File: src/sv/cap_pkg.sv
// cap_pkg: shared widths, constants, codes and handshake structs for the
// cascaded altitude controller. No dependencies.
package cap_pkg;

    // Fixed point format of all fractional quantities
    localparam int FRAC_BITS = 8;

    // Field widths
    localparam int GAIN_W   = 15;
    localparam int GOAL_W   = 11;
    localparam int MEAS_W   = 10;
    localparam int CLIMB_W  = 13;
    localparam int THR_W    = 9;
    localparam int OUT16_W  = 16;
    localparam int INTEG_W  = 32;
    localparam int HERR_W   = 12;

    // Configuration register indexes
    localparam int CFG_IDX_W = 3;
    localparam logic [CFG_IDX_W-1:0] REG_OUTER_PROP  = 3'd0;
    localparam logic [CFG_IDX_W-1:0] REG_OUTER_INTEG = 3'd1;
    localparam logic [CFG_IDX_W-1:0] REG_INNER_PROP  = 3'd2;
    localparam logic [CFG_IDX_W-1:0] REG_INNER_INTEG = 3'd3;
    localparam logic [CFG_IDX_W-1:0] REG_INNER_DERIV = 3'd4;

    // Gain scale divisors and throttle clamp
    localparam int DIV_SMALL = 100;
    localparam int DIV_LARGE = 10000;
    localparam int THR_LIMIT = 250;

    // Derived datapath widths
    localparam int TS_W        = OUT16_W + FRAC_BITS;
    localparam int CLIMB_Q_W   = CLIMB_W + FRAC_BITS;
    localparam int SERR_RAW_W  = ((TS_W > CLIMB_Q_W) ? TS_W : CLIMB_Q_W) + 1;
    localparam int SERR_W      = (SERR_RAW_W > INTEG_W) ? INTEG_W : SERR_RAW_W;
    localparam int WIDE_W      = ((SERR_RAW_W > INTEG_W) ? SERR_RAW_W : INTEG_W) + 1;
    localparam int MUL_B_W     = (SERR_W + 1 > INTEG_W) ? SERR_W + 1 : INTEG_W;
    localparam int X_W         = MUL_B_W + 1;
    localparam int PROD_W      = GAIN_W + MUL_B_W;
    localparam int DIGIT_W     = 8;
    localparam int DIV_DIGITS  = (PROD_W + FRAC_BITS + DIGIT_W - 1) / DIGIT_W;
    localparam int DIV_W       = DIV_DIGITS * DIGIT_W;
    localparam int CNT_W       = $clog2(DIV_DIGITS);
    localparam int REM_W       = $clog2(DIV_LARGE) + 1;
    localparam int TERM_W      = DIV_W + 1;
    localparam int SUM_W       = TERM_W + 2;

    // Loop term being worked on
    typedef enum logic [2:0] {
        TERM_OP = 3'd0,   // outer proportional
        TERM_OI = 3'd1,   // outer integral
        TERM_IP = 3'd2,   // inner proportional
        TERM_II = 3'd3,   // inner integral
        TERM_ID = 3'd4    // inner derivative
    } term_t;

    // Controller to datapath commands
    typedef struct packed {
        logic  capture;   // latch the input item
        logic  load;      // height error, outer integral update
        logic  mul;       // multiply and launch the divider
        logic  acc;       // store the signed quotient as a term
        logic  speed;     // target speed from the outer terms
        logic  err;       // speed error and inner integral update
        logic  finish;    // load the result register
        term_t term;
    } cmd_t;

    // Datapath to controller status
    typedef struct packed {
        logic div_last;   // divider finishes its last digit this cycle
    } sts_t;

endpackage

File: src/sv/cap_div.sv
// cap_div: constant divisor unit (100 or 10000), eight quotient bits per
// cycle by restoring division. Depends on cap_pkg.
module cap_div (
    input  logic                      aclk,
    input  logic                      aresetn,
    input  logic                      start,
    input  logic                      large_div,
    input  logic [cap_pkg::DIV_W-1:0] dividend,
    output logic [cap_pkg::DIV_W-1:0] quotient,
    output logic                      last
);

    logic [cap_pkg::DIV_W-1:0] quo_reg;
    logic [cap_pkg::REM_W-1:0] rem_reg;
    logic [cap_pkg::REM_W-1:0] dsr_reg;
    logic [cap_pkg::CNT_W-1:0] cnt_reg;
    logic                      busy_reg;

    logic [cap_pkg::DIV_W-1:0] quo_next;
    logic [cap_pkg::REM_W-1:0] rem_next;

    // One digit: eight shift, compare and subtract steps
    always_comb begin
        quo_next = quo_reg;
        rem_next = rem_reg;
        for (int i = 0; i < cap_pkg::DIGIT_W; i++) begin
            rem_next = {rem_next[cap_pkg::REM_W-2:0], quo_next[cap_pkg::DIV_W-1]};
            quo_next = {quo_next[cap_pkg::DIV_W-2:0], 1'b0};
            if (rem_next >= dsr_reg) begin
                rem_next    = rem_next - dsr_reg;
                quo_next[0] = 1'b1;
            end
        end
    end

    assign last     = busy_reg && (cnt_reg == cap_pkg::CNT_W'(cap_pkg::DIV_DIGITS - 1));
    assign quotient = quo_reg;

    always_ff @(posedge aclk) begin
        if (!aresetn) begin
            busy_reg <= 1'b0;
            cnt_reg  <= '0;
        end else if (start) begin
            busy_reg <= 1'b1;
            cnt_reg  <= '0;
        end else if (busy_reg) begin
            cnt_reg <= cnt_reg + cap_pkg::CNT_W'(1);
            if (last) begin
                busy_reg <= 1'b0;
            end
        end
    end

    always_ff @(posedge aclk) begin
        if (start) begin
            quo_reg <= dividend;
            rem_reg <= '0;
            dsr_reg <= large_div ? cap_pkg::REM_W'(cap_pkg::DIV_LARGE)
                                 : cap_pkg::REM_W'(cap_pkg::DIV_SMALL);
        end else if (busy_reg) begin
            quo_reg <= quo_next;
            rem_reg <= rem_next;
        end
    end

    a_start_idle: assert property (@(posedge aclk) disable iff (!aresetn)
        start |-> !busy_reg)
        else $error("divider restarted while busy");

    a_no_early_stop: assert property (@(posedge aclk) disable iff (!aresetn)
        (busy_reg && !last) |=> busy_reg)
        else $error("divider stopped before its last digit");

endmodule

File: src/sv/cap_dp.sv
// cap_dp: datapath of the cascaded altitude controller: gain registers,
// loop state, shared multiplier, divider and result register.
// Depends on cap_pkg and cap_div.
module cap_dp (
    input  logic                                  aclk,
    input  logic                                  aresetn,
    input  cap_pkg::cmd_t                         cmd,
    output cap_pkg::sts_t                         sts,
    input  logic                                  cfg_wr_en,
    input  logic [cap_pkg::CFG_IDX_W-1:0]         cfg_index,
    input  logic [cap_pkg::GAIN_W-1:0]            cfg_wdata,
    input  logic signed [cap_pkg::GOAL_W-1:0]     s_goal_height,
    input  logic [cap_pkg::MEAS_W-1:0]            s_measured_height,
    input  logic signed [cap_pkg::CLIMB_W-1:0]    s_climb_rate,
    output logic signed [cap_pkg::THR_W-1:0]      m_throttle_correction,
    output logic signed [cap_pkg::OUT16_W-1:0]    m_speed_setpoint,
    output logic signed [cap_pkg::OUT16_W-1:0]    m_outer_integ_term,
    output logic signed [cap_pkg::OUT16_W-1:0]    m_inner_integ_term
);

    localparam int SUM_W  = cap_pkg::SUM_W;
    localparam int WIDE_W = cap_pkg::WIDE_W;
    localparam int INTEG_W = cap_pkg::INTEG_W;

    localparam logic signed [SUM_W-1:0] FRAC_MASK =
        {{(SUM_W - cap_pkg::FRAC_BITS){1'b0}}, {cap_pkg::FRAC_BITS{1'b1}}};
    localparam logic signed [SUM_W-1:0] TS_MAX =
        {{(SUM_W - cap_pkg::TS_W + 1){1'b0}}, {(cap_pkg::TS_W - 1){1'b1}}};
    localparam logic signed [SUM_W-1:0] TS_MIN = ~TS_MAX;
    localparam logic signed [SUM_W-1:0] THR_MAX =
        SUM_W'(cap_pkg::THR_LIMIT) <<< cap_pkg::FRAC_BITS;
    localparam logic signed [SUM_W-1:0] THR_MIN = -THR_MAX;
    localparam logic signed [SUM_W-1:0] O16_MAX =
        {{(SUM_W - cap_pkg::OUT16_W + 1){1'b0}}, {(cap_pkg::OUT16_W - 1){1'b1}}};
    localparam logic signed [SUM_W-1:0] O16_MIN = ~O16_MAX;
    localparam logic signed [INTEG_W-1:0] INTEG_MAX = {1'b0, {(INTEG_W - 1){1'b1}}};
    localparam logic signed [INTEG_W-1:0] INTEG_MIN = ~INTEG_MAX;
    localparam logic signed [WIDE_W-1:0] WIDE_I32_MAX =
        {{(WIDE_W - INTEG_W + 1){1'b0}}, {(INTEG_W - 1){1'b1}}};
    localparam logic signed [WIDE_W-1:0] WIDE_I32_MIN = ~WIDE_I32_MAX;

    // Integer part, truncated toward zero
    function automatic logic signed [SUM_W-1:0] trunc_frac(
        input logic signed [SUM_W-1:0] v);
        logic signed [SUM_W-1:0] bias;
        bias = v[SUM_W-1] ? FRAC_MASK : '0;
        return (v + bias) >>> cap_pkg::FRAC_BITS;
    endfunction

    function automatic logic signed [cap_pkg::OUT16_W-1:0] sat16(
        input logic signed [SUM_W-1:0] v);
        logic signed [SUM_W-1:0] c;
        c = (v > O16_MAX) ? O16_MAX : ((v < O16_MIN) ? O16_MIN : v);
        return c[cap_pkg::OUT16_W-1:0];
    endfunction

    function automatic logic signed [INTEG_W-1:0] sat_integ(
        input logic signed [INTEG_W:0] s);
        if (s[INTEG_W] != s[INTEG_W-1]) begin
            return s[INTEG_W] ? INTEG_MIN : INTEG_MAX;
        end
        return s[INTEG_W-1:0];
    endfunction

    // Gains
    logic [cap_pkg::GAIN_W-1:0] kop_reg, koi_reg, kip_reg, kii_reg, kid_reg;

    // Captured item
    logic signed [cap_pkg::GOAL_W-1:0]  goal_reg;
    logic [cap_pkg::MEAS_W-1:0]         meas_reg;
    logic signed [cap_pkg::CLIMB_W-1:0] climb_reg;

    // Loop state
    logic signed [INTEG_W-1:0]         oint_reg, iint_reg;
    logic signed [cap_pkg::SERR_W-1:0] prev_reg;

    // Working registers
    logic signed [cap_pkg::TS_W-1:0]   tspeed_reg;
    logic signed [cap_pkg::SERR_W-1:0] serr_reg;
    logic signed [cap_pkg::TERM_W-1:0] op_reg, oi_reg, ip_reg, ii_reg, id_reg;
    logic                              neg_reg;

    // Result register
    logic signed [cap_pkg::THR_W-1:0]   thr_out_reg;
    logic signed [cap_pkg::OUT16_W-1:0] ts_out_reg, oi_out_reg, ii_out_reg;

    logic signed [cap_pkg::HERR_W-1:0]   herr;
    logic signed [INTEG_W:0]             oint_sum, iint_sum;
    logic signed [cap_pkg::SERR_W:0]     diff;
    logic [cap_pkg::GAIN_W-1:0]          gain_sel;
    logic signed [cap_pkg::X_W-1:0]      x_sel, x_abs;
    logic                                shift_sel, large_sel;
    logic [cap_pkg::MUL_B_W-1:0]         mag;
    logic [cap_pkg::PROD_W-1:0]          prod;
    logic [cap_pkg::DIV_W-1:0]           dividend, quotient;
    logic signed [cap_pkg::TERM_W-1:0]   quo_ext, term_val;
    logic signed [SUM_W-1:0]             osum, isum, thr_sat;
    logic signed [WIDE_W-1:0]            serr_wide;
    logic signed [cap_pkg::SERR_W-1:0]   serr_sat;

    assign herr = cap_pkg::HERR_W'(goal_reg) - cap_pkg::HERR_W'($signed({1'b0, meas_reg}));
    assign oint_sum = (INTEG_W + 1)'(oint_reg) + (INTEG_W + 1)'(herr);
    assign iint_sum = (INTEG_W + 1)'(iint_reg) - (INTEG_W + 1)'(climb_reg);
    assign diff = (cap_pkg::SERR_W + 1)'(serr_reg) - (cap_pkg::SERR_W + 1)'(prev_reg);

    // Operand selection for the shared multiplier
    always_comb begin
        case (cmd.term)
            cap_pkg::TERM_OP: begin
                gain_sel = kop_reg; x_sel = cap_pkg::X_W'(herr);
                shift_sel = 1'b1; large_sel = 1'b0;
            end
            cap_pkg::TERM_OI: begin
                gain_sel = koi_reg; x_sel = cap_pkg::X_W'(oint_reg);
                shift_sel = 1'b1; large_sel = 1'b1;
            end
            cap_pkg::TERM_IP: begin
                gain_sel = kip_reg; x_sel = cap_pkg::X_W'(serr_reg);
                shift_sel = 1'b0; large_sel = 1'b0;
            end
            cap_pkg::TERM_II: begin
                gain_sel = kii_reg; x_sel = cap_pkg::X_W'(iint_reg);
                shift_sel = 1'b1; large_sel = 1'b1;
            end
            cap_pkg::TERM_ID: begin
                gain_sel = kid_reg; x_sel = cap_pkg::X_W'(diff);
                shift_sel = 1'b0; large_sel = 1'b0;
            end
            default: begin
                gain_sel = '0; x_sel = '0;
                shift_sel = 1'b0; large_sel = 1'b0;
            end
        endcase
    end

    // Sign-magnitude multiply; the divider's dividend register follows it
    assign x_abs    = x_sel[cap_pkg::X_W-1] ? -x_sel : x_sel;
    assign mag      = x_abs[cap_pkg::MUL_B_W-1:0];
    assign prod     = cap_pkg::PROD_W'(gain_sel) * cap_pkg::PROD_W'(mag);
    assign dividend = shift_sel ? (cap_pkg::DIV_W'(prod) << cap_pkg::FRAC_BITS)
                                : cap_pkg::DIV_W'(prod);

    cap_div u_div (
        .aclk      (aclk),
        .aresetn   (aresetn),
        .start     (cmd.mul),
        .large_div (large_sel),
        .dividend  (dividend),
        .quotient  (quotient),
        .last      (sts.div_last)
    );

    // Quotient truncates toward zero: negate the magnitude result
    assign quo_ext  = {1'b0, quotient};
    assign term_val = neg_reg ? -quo_ext : quo_ext;

    assign osum = SUM_W'(op_reg) + SUM_W'(oi_reg);
    assign isum = SUM_W'(ip_reg) + SUM_W'(ii_reg) + SUM_W'(id_reg);
    assign thr_sat = (isum > THR_MAX) ? THR_MAX : ((isum < THR_MIN) ? THR_MIN : isum);

    assign serr_wide = WIDE_W'(tspeed_reg) - (WIDE_W'(climb_reg) <<< cap_pkg::FRAC_BITS);
    always_comb begin
        if (serr_wide > WIDE_I32_MAX) begin
            serr_sat = WIDE_I32_MAX[cap_pkg::SERR_W-1:0];
        end else if (serr_wide < WIDE_I32_MIN) begin
            serr_sat = WIDE_I32_MIN[cap_pkg::SERR_W-1:0];
        end else begin
            serr_sat = serr_wide[cap_pkg::SERR_W-1:0];
        end
    end

    // Gains and loop state
    always_ff @(posedge aclk) begin
        if (!aresetn) begin
            kop_reg  <= '0;
            koi_reg  <= '0;
            kip_reg  <= '0;
            kii_reg  <= '0;
            kid_reg  <= '0;
            oint_reg <= '0;
            iint_reg <= '0;
            prev_reg <= '0;
        end else begin
            if (cfg_wr_en) begin
                case (cfg_index)
                    cap_pkg::REG_OUTER_PROP:  kop_reg <= cfg_wdata;
                    cap_pkg::REG_OUTER_INTEG: koi_reg <= cfg_wdata;
                    cap_pkg::REG_INNER_PROP:  kip_reg <= cfg_wdata;
                    cap_pkg::REG_INNER_INTEG: kii_reg <= cfg_wdata;
                    cap_pkg::REG_INNER_DERIV: kid_reg <= cfg_wdata;
                    default: ;
                endcase
            end
            if (cmd.load) begin
                oint_reg <= sat_integ(oint_sum);
            end
            if (cmd.err) begin
                iint_reg <= sat_integ(iint_sum);
            end
            if (cmd.finish) begin
                prev_reg <= serr_reg;
            end
        end
    end

    // Item, terms and result payload
    always_ff @(posedge aclk) begin
        if (cmd.capture) begin
            goal_reg  <= s_goal_height;
            meas_reg  <= s_measured_height;
            climb_reg <= s_climb_rate;
        end
        if (cmd.mul) begin
            neg_reg <= x_sel[cap_pkg::X_W-1];
        end
        if (cmd.acc) begin
            case (cmd.term)
                cap_pkg::TERM_OP: op_reg <= term_val;
                cap_pkg::TERM_OI: oi_reg <= term_val;
                cap_pkg::TERM_IP: ip_reg <= term_val;
                cap_pkg::TERM_II: ii_reg <= term_val;
                cap_pkg::TERM_ID: id_reg <= term_val;
                default: ;
            endcase
        end
        if (cmd.speed) begin
            if (osum > TS_MAX) begin
                tspeed_reg <= TS_MAX[cap_pkg::TS_W-1:0];
            end else if (osum < TS_MIN) begin
                tspeed_reg <= TS_MIN[cap_pkg::TS_W-1:0];
            end else begin
                tspeed_reg <= osum[cap_pkg::TS_W-1:0];
            end
        end
        if (cmd.err) begin
            serr_reg <= serr_sat;
        end
        if (cmd.finish) begin
            thr_out_reg <= cap_pkg::THR_W'(trunc_frac(thr_sat));
            ts_out_reg  <= cap_pkg::OUT16_W'(trunc_frac(SUM_W'(tspeed_reg)));
            oi_out_reg  <= sat16(trunc_frac(SUM_W'(oi_reg)));
            ii_out_reg  <= sat16(trunc_frac(SUM_W'(ii_reg)));
        end
    end

    assign m_throttle_correction = thr_out_reg;
    assign m_speed_setpoint      = ts_out_reg;
    assign m_outer_integ_term    = oi_out_reg;
    assign m_inner_integ_term    = ii_out_reg;

endmodule

File: src/sv/cap_ctrl.sv
// cap_ctrl: sequencer of the cascaded altitude controller; steps the
// datapath through the five loop terms. Depends on cap_pkg.
module cap_ctrl (
    input  logic          aclk,
    input  logic          aresetn,
    input  logic          s_valid,
    output logic          s_ready,
    output logic          m_valid,
    input  logic          m_ready,
    output cap_pkg::cmd_t cmd,
    input  cap_pkg::sts_t sts
);

    typedef enum logic [7:0] {
        S_IDLE   = 8'b0000_0001,
        S_LOAD   = 8'b0000_0010,
        S_MUL    = 8'b0000_0100,
        S_DIV    = 8'b0000_1000,
        S_ACC    = 8'b0001_0000,
        S_SPEED  = 8'b0010_0000,
        S_ERR    = 8'b0100_0000,
        S_FINISH = 8'b1000_0000
    } state_t;

    state_t         state_reg, state_next;
    cap_pkg::term_t term_reg, term_next;
    logic           m_valid_reg, m_valid_next;

    assign s_ready = (state_reg == S_IDLE);
    assign m_valid = m_valid_reg;

    always_comb begin
        state_next = state_reg;
        term_next  = term_reg;
        cmd        = '0;
        cmd.term   = term_reg;
        case (state_reg)
            S_IDLE: begin
                if (s_valid) begin
                    cmd.capture = 1'b1;
                    state_next  = S_LOAD;
                end
            end
            S_LOAD: begin
                cmd.load   = 1'b1;
                term_next  = cap_pkg::TERM_OP;
                state_next = S_MUL;
            end
            S_MUL: begin
                cmd.mul    = 1'b1;
                state_next = S_DIV;
            end
            S_DIV: begin
                if (sts.div_last) begin
                    state_next = S_ACC;
                end
            end
            S_ACC: begin
                cmd.acc = 1'b1;
                case (term_reg)
                    cap_pkg::TERM_OP: begin
                        term_next  = cap_pkg::TERM_OI;
                        state_next = S_MUL;
                    end
                    cap_pkg::TERM_OI: state_next = S_SPEED;
                    cap_pkg::TERM_IP: begin
                        term_next  = cap_pkg::TERM_II;
                        state_next = S_MUL;
                    end
                    cap_pkg::TERM_II: begin
                        term_next  = cap_pkg::TERM_ID;
                        state_next = S_MUL;
                    end
                    cap_pkg::TERM_ID: state_next = S_FINISH;
                    default: state_next = S_IDLE;
                endcase
            end
            S_SPEED: begin
                cmd.speed  = 1'b1;
                state_next = S_ERR;
            end
            S_ERR: begin
                cmd.err    = 1'b1;
                term_next  = cap_pkg::TERM_IP;
                state_next = S_MUL;
            end
            S_FINISH: begin
                // hold until the result register is free
                if (!m_valid_reg || m_ready) begin
                    cmd.finish = 1'b1;
                    state_next = S_IDLE;
                end
            end
            default: state_next = S_IDLE;
        endcase
    end

    assign m_valid_next = cmd.finish ? 1'b1 : (m_ready ? 1'b0 : m_valid_reg);

    always_ff @(posedge aclk) begin
        if (!aresetn) begin
            state_reg   <= S_IDLE;
            term_reg    <= cap_pkg::TERM_OP;
            m_valid_reg <= 1'b0;
        end else begin
            state_reg   <= state_next;
            term_reg    <= term_next;
            m_valid_reg <= m_valid_next;
        end
    end

    a_div_in_div: assert property (@(posedge aclk) disable iff (!aresetn)
        sts.div_last |-> (state_reg == S_DIV))
        else $error("divider finished outside the divide state");

    a_finish_term: assert property (@(posedge aclk) disable iff (!aresetn)
        (state_reg == S_FINISH) |-> (term_reg == cap_pkg::TERM_ID))
        else $error("result reached before the derivative term");

endmodule

File: src/sv/cascade_altitude_pid.sv
// cascade_altitude_pid: top level of the cascaded altitude hold controller.
// Depends on cap_pkg, cap_ctrl and cap_dp (which holds cap_div).
//
// Each item carries a goal height, a measured height and a climb rate and
// yields one result: the clamped throttle correction, the target speed and
// the integer parts of both integral terms. An outer PI loop turns the
// height error into a target speed in Q8; an inner PID loop turns the speed
// error into a throttle correction clamped to plus or minus 250. The five
// loop terms are worked one after another through one 15 by 32 bit
// multiplier and one divider by 100 or 10000 that retires eight quotient
// bits per cycle. The block takes the next item only after the last one has
// been worked to its result. The result sits in an output register, so a new
// item is taken while the last result still waits for m_ready. The user must
// write gains over the cfg port only while idle; the block does not enforce
// this. Gains reset to zero, as do both integrals and the stored speed error.
module cascade_altitude_pid (
    input  logic                                  aclk,
    input  logic                                  aresetn,
    // gain writes
    input  logic                                  cfg_wr_en,
    input  logic [cap_pkg::CFG_IDX_W-1:0]         cfg_index,
    input  logic [cap_pkg::GAIN_W-1:0]            cfg_wdata,
    // input items
    input  logic                                  s_valid,
    output logic                                  s_ready,
    input  logic signed [cap_pkg::GOAL_W-1:0]     s_goal_height,
    input  logic [cap_pkg::MEAS_W-1:0]            s_measured_height,
    input  logic signed [cap_pkg::CLIMB_W-1:0]    s_climb_rate,
    // result items
    output logic                                  m_valid,
    input  logic                                  m_ready,
    output logic signed [cap_pkg::THR_W-1:0]      m_throttle_correction,
    output logic signed [cap_pkg::OUT16_W-1:0]    m_speed_setpoint,
    output logic signed [cap_pkg::OUT16_W-1:0]    m_outer_integ_term,
    output logic signed [cap_pkg::OUT16_W-1:0]    m_inner_integ_term
);

    cap_pkg::cmd_t cmd;
    cap_pkg::sts_t sts;

    // Sequencer: one-hot state machine, term counter and result valid
    cap_ctrl u_ctrl (
        .aclk    (aclk),
        .aresetn (aresetn),
        .s_valid (s_valid),
        .s_ready (s_ready),
        .m_valid (m_valid),
        .m_ready (m_ready),
        .cmd     (cmd),
        .sts     (sts)
    );

    // Datapath: gains, loop state, multiplier, divider, result register
    cap_dp u_dp (
        .aclk                  (aclk),
        .aresetn               (aresetn),
        .cmd                   (cmd),
        .sts                   (sts),
        .cfg_wr_en             (cfg_wr_en),
        .cfg_index             (cfg_index),
        .cfg_wdata             (cfg_wdata),
        .s_goal_height         (s_goal_height),
        .s_measured_height     (s_measured_height),
        .s_climb_rate          (s_climb_rate),
        .m_throttle_correction (m_throttle_correction),
        .m_speed_setpoint      (m_speed_setpoint),
        .m_outer_integ_term    (m_outer_integ_term),
        .m_inner_integ_term    (m_inner_integ_term)
    );

endmodule
File: config.mk
export PLATFORM = sky130hd
export DESIGN_NAME = cascade_altitude_pid
export DESIGN_NICKNAME = d
export VERILOG_FILES = /design/src/sv/cap_pkg.sv /design/src/sv/cap_div.sv /design/src/sv/cap_dp.sv /design/src/sv/cap_ctrl.sv /design/src/sv/cascade_altitude_pid.sv
export SDC_FILE = /design/constraint.sdc
export NUM_CORES = 2
export LEC_CHECK = 0
export ABC_AREA = 0
export BUFFER_PORTS_ARGS = -buffer_cell sky130_fd_sc_hd__clkbuf_2
export CAP_MARGIN = 20
export CELL_PAD_IN_SITES_DETAIL_PLACEMENT = 0
export CELL_PAD_IN_SITES_GLOBAL_PLACEMENT = 1
export CORE_UTILIZATION = 30
export CTS_CLUSTER_DIAMETER = 80
export DETAILED_ROUTE_END_ITERATION = 7
export HOLD_SLACK_MARGIN = 0.05
export PLACE_DENSITY = 0.62
export SETUP_SLACK_MARGIN = 0.15
export SYNTH_ARGS = -nofsm -noshare
export SYNTH_HDL_FRONTEND = slang
export SYNTH_SLANG_ARGS = --single-unit
File: constraint.sdc
create_clock -name aclk -period 22 [get_ports aclk]
set_input_delay 1.1 -clock aclk [delete_from_list [all_inputs] [get_ports aclk]]
set_output_delay 1.1 -clock aclk [all_outputs]
set_load 0.05 [all_outputs]
* Word-level counts from Yosys, hierarchy flattened *
Cells that the tools add are included.

cells by class
  bitwise logic cells = 1
  muxes and demuxes = 69
  order comparisons = 18
  equal/unequal tests = 23
  add/sub/neg operators = 23
  reductions and logical operators = 25
  $mul = 1

operator list
  kind                                                             number
  2-to-1 mux 32 bit                                                7
  case mux 33 bit (5 select lines)                                 1
  2-to-1 mux 14 bit                                                9
  >= comparator 15 x 14 -> 1 bit                                   8
  2-to-1 mux 59 bit                                                2
  adder 57 x 57 -> 58 bit                                          2
  adder 57 x 9 -> 58 bit                                           2
  2-to-1 mux 56 bit                                                2
  subtractor 14 bit                                                8
  greater-than comparator 51 x 16 -> 1 bit, second input constant  2
  less-than comparator 51 x 16 -> 1 bit, second input constant     2
  case mux 15 bit (5 select lines)                                 1
  adder 58 x 57 -> 59 bit                                          1
  greater-than comparator 59 x 17 -> 1 bit, second input constant  1
  greater-than comparator 59 x 24 -> 1 bit, second input constant  1
  less-than comparator 59 x 17 -> 1 bit, second input constant     1
  less-than comparator 59 x 24 -> 1 bit, second input constant     1
  2-to-1 mux 57 bit                                                1
  negator 56 -> 57 bit                                             1
  2-to-1 mux 8 bit                                                 7
  case mux 8 bit (7 select lines)                                  1
  2-to-1 mux 55 bit                                                1
  multiplier 15 x 32 -> 47 bit                                     1
  adder 32 x 12 -> 33 bit                                          1
  other kinds (42)                                                 96

storage, ports and cells
  flip-flop bits (word level) = 690
  input port bits = 57
  output and inout bits = 59
  logic and storage cells = 191

* Logic depth before layout (Yosys ltp) *
  word-level depth = 18
  gate-level depth with buffers = 86
  mapped depth without buffers = 79

* Hierarchy *
Synthesis repeated with hierarchy kept, for this count alone.

unflattened totals
  cell total of the unflattened synthesis = 7119
  area, all modules = 65087.4 um^2

modules (own cells, without submodules)
  module    cells each  area each (um^2)  instances  sequential area each (um^2)
  cap_dp    6017        55368.1           1          16075.4
  cap_div   1016        8971.1            1          2102.0
  cap_ctrl  86          748.2             1          240.2

* Worst setup path after synthesis *
OpenSTA, ideal clock, no wires.

  path kind = register to register
  start point = register u_dp.u_div.dsr_reg[10] (netlist name)
  end point = register u_dp.u_div.rem_reg[10] (netlist name)
  required time = 21921 ps
  cell stages (with the launch flop) = 78
  path buffers = 10
  arrival = 16417 ps
  path slack = 5503 ps
  cells stage by stage = edfxtp_1 > inv_1 > ha_1 > a21oi_1 > o21ai_0 > a211o_1 > nor2_2 > nor2_1 > or2_2 > inv_1 > ha_1 > a211oi_1 > and3_1 > a211oi_1 > a21oi_1 > o211ai_1 > buf_2 > mux2i_1 > [... 42 more ...] > and2_1 > o311a_1 > a211oi_2 > or3b_4 > a31oi_4 > nand2b_4 > buf_6 > mux2_2 > ha_1 > buf_1 > and3_1 > and2_1 > and3_4 > a311oi_4 > nand2_2 > buf_6 > a31o_1 > a211oi_2

between the ends
  word-level cells in the longest chain between the ends = 16

ends and longest elaborated chain
  what                                                                 RTL line                      RTL
  from (decl)                                                          cap_div.sv:15                 logic [cap_pkg::REM_W-1:0] dsr_reg;
  from (signal assigned)                                               cap_div.sv:58                 dsr_reg <= large_div ? cap_pkg::REM_W'(cap_pkg::DIV_LARGE)
  subtractor 14 bit or >= comparator 15 x 14 -> 1 bit (tied branches)  cap_div.sv:30, cap_div.sv:29
  2-to-1 mux 14 bit                                                    cap_div.sv:29                 if (rem_next >= dsr_reg) begin
  subtractor 14 bit or >= comparator 15 x 14 -> 1 bit (tied branches)  cap_div.sv:30, cap_div.sv:29
  2-to-1 mux 14 bit                                                    cap_div.sv:29
  subtractor 14 bit or >= comparator 15 x 14 -> 1 bit (tied branches)  cap_div.sv:30, cap_div.sv:29
  2-to-1 mux 14 bit                                                    cap_div.sv:29
  >= comparator 15 x 14 -> 1 bit or subtractor 14 bit (tied branches)  cap_div.sv:29, cap_div.sv:30
  2-to-1 mux 14 bit                                                    cap_div.sv:29
  subtractor 14 bit or >= comparator 15 x 14 -> 1 bit (tied branches)  cap_div.sv:30, cap_div.sv:29
  2-to-1 mux 14 bit                                                    cap_div.sv:29
  subtractor 14 bit or >= comparator 15 x 14 -> 1 bit (tied branches)  cap_div.sv:30, cap_div.sv:29
  2-to-1 mux 14 bit                                                    cap_div.sv:29
  subtractor 14 bit or >= comparator 15 x 14 -> 1 bit (tied branches)  cap_div.sv:30, cap_div.sv:29
  2-to-1 mux 14 bit                                                    cap_div.sv:29
  subtractor 14 bit or >= comparator 15 x 14 -> 1 bit (tied branches)  cap_div.sv:30, cap_div.sv:29
  2-to-1 mux 14 bit (*)                                                cap_div.sv:29
  to (signal assigned)                                                 cap_div.sv:62                 rem_reg <= rem_next;
  to (decl)                                                            cap_div.sv:14                 logic [cap_pkg::REM_W-1:0] rem_reg;

Every way passes the cells marked *; elsewhere a longest branch is shown, timed or not.
A chain may end at the register's enable or synchronous reset.

* Final worst setup path *
  start point = register u_dp.u_div.dsr_reg[6] (netlist name)
  end point = register u_dp.u_div.rem_reg[3] (netlist name)

between the ends
  word-level cells in the longest chain between the ends = 16

ends and longest elaborated chain
  what                                                                 RTL line
  subtractor 14 bit or >= comparator 15 x 14 -> 1 bit (tied branches)  cap_div.sv:30, cap_div.sv:29
  2-to-1 mux 14 bit                                                    cap_div.sv:29
  subtractor 14 bit or >= comparator 15 x 14 -> 1 bit (tied branches)  cap_div.sv:30, cap_div.sv:29
  2-to-1 mux 14 bit                                                    cap_div.sv:29
  subtractor 14 bit or >= comparator 15 x 14 -> 1 bit (tied branches)  cap_div.sv:30, cap_div.sv:29
  2-to-1 mux 14 bit                                                    cap_div.sv:29
  subtractor 14 bit or >= comparator 15 x 14 -> 1 bit (tied branches)  cap_div.sv:30, cap_div.sv:29
  2-to-1 mux 14 bit                                                    cap_div.sv:29
  subtractor 14 bit or >= comparator 15 x 14 -> 1 bit (tied branches)  cap_div.sv:30, cap_div.sv:29
  2-to-1 mux 14 bit                                                    cap_div.sv:29
  subtractor 14 bit or >= comparator 15 x 14 -> 1 bit (tied branches)  cap_div.sv:30, cap_div.sv:29
  2-to-1 mux 14 bit                                                    cap_div.sv:29
  >= comparator 15 x 14 -> 1 bit or subtractor 14 bit (tied branches)  cap_div.sv:29, cap_div.sv:30
  2-to-1 mux 14 bit                                                    cap_div.sv:29
  subtractor 14 bit or >= comparator 15 x 14 -> 1 bit (tied branches)  cap_div.sv:30, cap_div.sv:29
  2-to-1 mux 14 bit (*)                                                cap_div.sv:29

Marked as above.

==> results.toml <==
[clocking]
ctsRootBufferMaster = "clkbuf_16"
clk_latency_ns = 0.73
htree_num_levels = 3
path_clk_slew_ns = 0.06
cts_tree = "yes"
cts_resized = 0
cts_setup_buffers = 0
cts_buffer_depth = 3
numCtsBuffers = 83
cts_hold_buf = 0
clock-sinks = 678

[timing]
period_needed_ns = 19.95
rsz0062_at_grt = "no"
slew_headroom = 0.224
fin_crit_sh = 0.907
setup_violations = 0
holdWs_ns = 0.456
max_freq_ghz = 0.0501
drv_slew = 0
setup_tns_ns = 0
fin_worst_skew_ns = 0.0655
worst_slew_pin_slew_ns = 1.16
finalHoldViolCount = 0

[finish]
fin_nets = 7338
syn_to_final_growth_pct = 11.0
final_area_mm2 = 0.0665
fin_util = 0.336
fill_cells = 20400
drive_above_1_share = 0.0748

[critical_path]
crit_arrival_ns = 20.60
required_ns = 22.65
slowest_stage = "a21oi_1"
cp_slowest_stage_delay_ns = 0.85
start_kind = "flop"
worst_setup_path_end_kind = "flop"
worstPathMaxFanout = 19
crit_path_frequent_cell = "ha_1"
crit_family = "simple AND/OR/NAND/NOR gates"
path_buf_inv = 5
crit_type = "flop to flop"

[yosys]
synth.distinct_cells = 112
syn_nets = 7293
synth_largest_area_cell = "edfxtp_1"
synth_ff_type = "edfxtp_1"
ys_seq_elements = 678
netlist_top_cells_count = "885 x nand2_1, 653 x inv_1, 484 x edfxtp_1, 452 x fa_1, 449 x ha_1"
postSynthAreaPerCell_um2 = 9.45
yosysMostFrequentCell = "nand2_1"
async_flop_share = 0
netlist_instances = 6335
synth.area.top_cells = "edfxtp_1 24%, fa_1 15%, ha_1 9.4%, dfxtp_1 6.5%, nand2_1 5.5%"
ys_warn_count = 0
netlist_area_mm2 = 0.0599
ys_seq_area_frac = 0.308
synth_edf_count = 484
synth_top_cell_area_share = 0.243

[drt]
dr.pass1.iters = 5
initialDrtViolationCount = 2882
vias_per_cell = 5.03
vias = 45700
avgRoutedWirePerCell_um = 19.6
drc = 0
antenna_left = 0
routed_wirelength_um = 178000

[die]
start_util = 0.303
core_mm2 = 0.198
die_w_um = 449
dieArea_mm2 = 0.201
num_io_pins = 116
core.rowCount = 163
die_y_um = 449

[place]
gp_congestion = 0.854
portBuffers = 115
hpwl_um = 136000
post_dp_cell_area_mm2 = 0.0636

[grt]
grt_use_met2 = 0.290
grt_max_degree = 93
grt_pass1_wl_um = 279000
busiest_layer = "met2"
use_met1 = 0.249
globalRouteTotalUtil = 0.176
grt_pass1_vias = 46700
use_met3 = 0.0182
gr-total-overflow = 0
antenna_found_initial = 4

[hold_path]
worstHoldPathType = "flop to flop"

[status]
outcome = "completed"

[run]
maxCapViolCount = 0
-- per-stage QoR --
stage	setup WS [ns]	instances
after floorplan	5.50	6335
after global placement	2.17	8932
after detailed placement	1.72	8934
after CTS	1.66	9086
after global routing	0.391	9087
final	2.05	9088
-- placed cells by master, fill, tap and decap left out, types with 128 or more instances in the layout --
cell type,synthesis,layout
nand2_1,885,884
inv_1,653,653
edfxtp_1,484,484
fa_1,452,452
ha_1,449,449
a21oi_1,367,367
nor2_1,334,332
xnor2_1,285,283
o21ai_0,282,281
dfxtp_1,194,192
nor2b_1,151,151
a21boi_0,138,138
nand3_1,128,128
-- layout make-up --
type | instances | area (um^2) | area share
clock buffer | 94 | 2170 | 0.0326
timing repair buffer | 195 | 1200 | 0.0181
multi-input combinational | 4763 | 38200 | 0.575
clock inverter | 58 | 699 | 0.0105
tap | 2640 | 3300 | 0.0497
inverter | 659 | 2470 | 0.0372
sequential | 678 | 18400 | 0.277
antenna | 1 | 2.50 | 0.0000377
-- routing by layer --
layer / up-vias / share of wire
met5: - / 0.000096
met2: 762 / 0.46
met1: 22900 / 0.49
met3: 154 / 0.036
met4: 2 / 0.015
li1: 21900 / -
-- final timing paths --
check                                                       from                            endpoint  slack (ns)  cells past startpoint
worst max-delay path             u_dp.u_div.dsr_reg[6]$_DFFE_PN_  u_dp.u_div.rem_reg[3]$_SDFFE_PN0P_        2.05                     69
worst min-delay path            u_dp.tspeed_reg[3]$_SDFFCE_PN1P_          u_dp.serr_reg[3]$_DFFE_PP_        0.46                      0
worst max register to register   u_dp.u_div.dsr_reg[6]$_DFFE_PN_  u_dp.u_div.rem_reg[3]$_SDFFE_PN0P_        2.05                     69
worst min register to register  u_dp.tspeed_reg[3]$_SDFFCE_PN1P_          u_dp.serr_reg[3]$_DFFE_PP_        0.46                      0
-- kinds of logic after synthesis --
family,synth area share
muxes,0.0197
DFF,0.308
adders and majority gates,0.255
and+or+nand+nor,0.157
AOI/OAI and AO/OA,0.144
buffers and inverters,0.0569
xor gates and xnor gates,0.0597
Power is not shown: default switching activity piles up to over one toggle a cycle in this logic, so the estimate is an artifact.
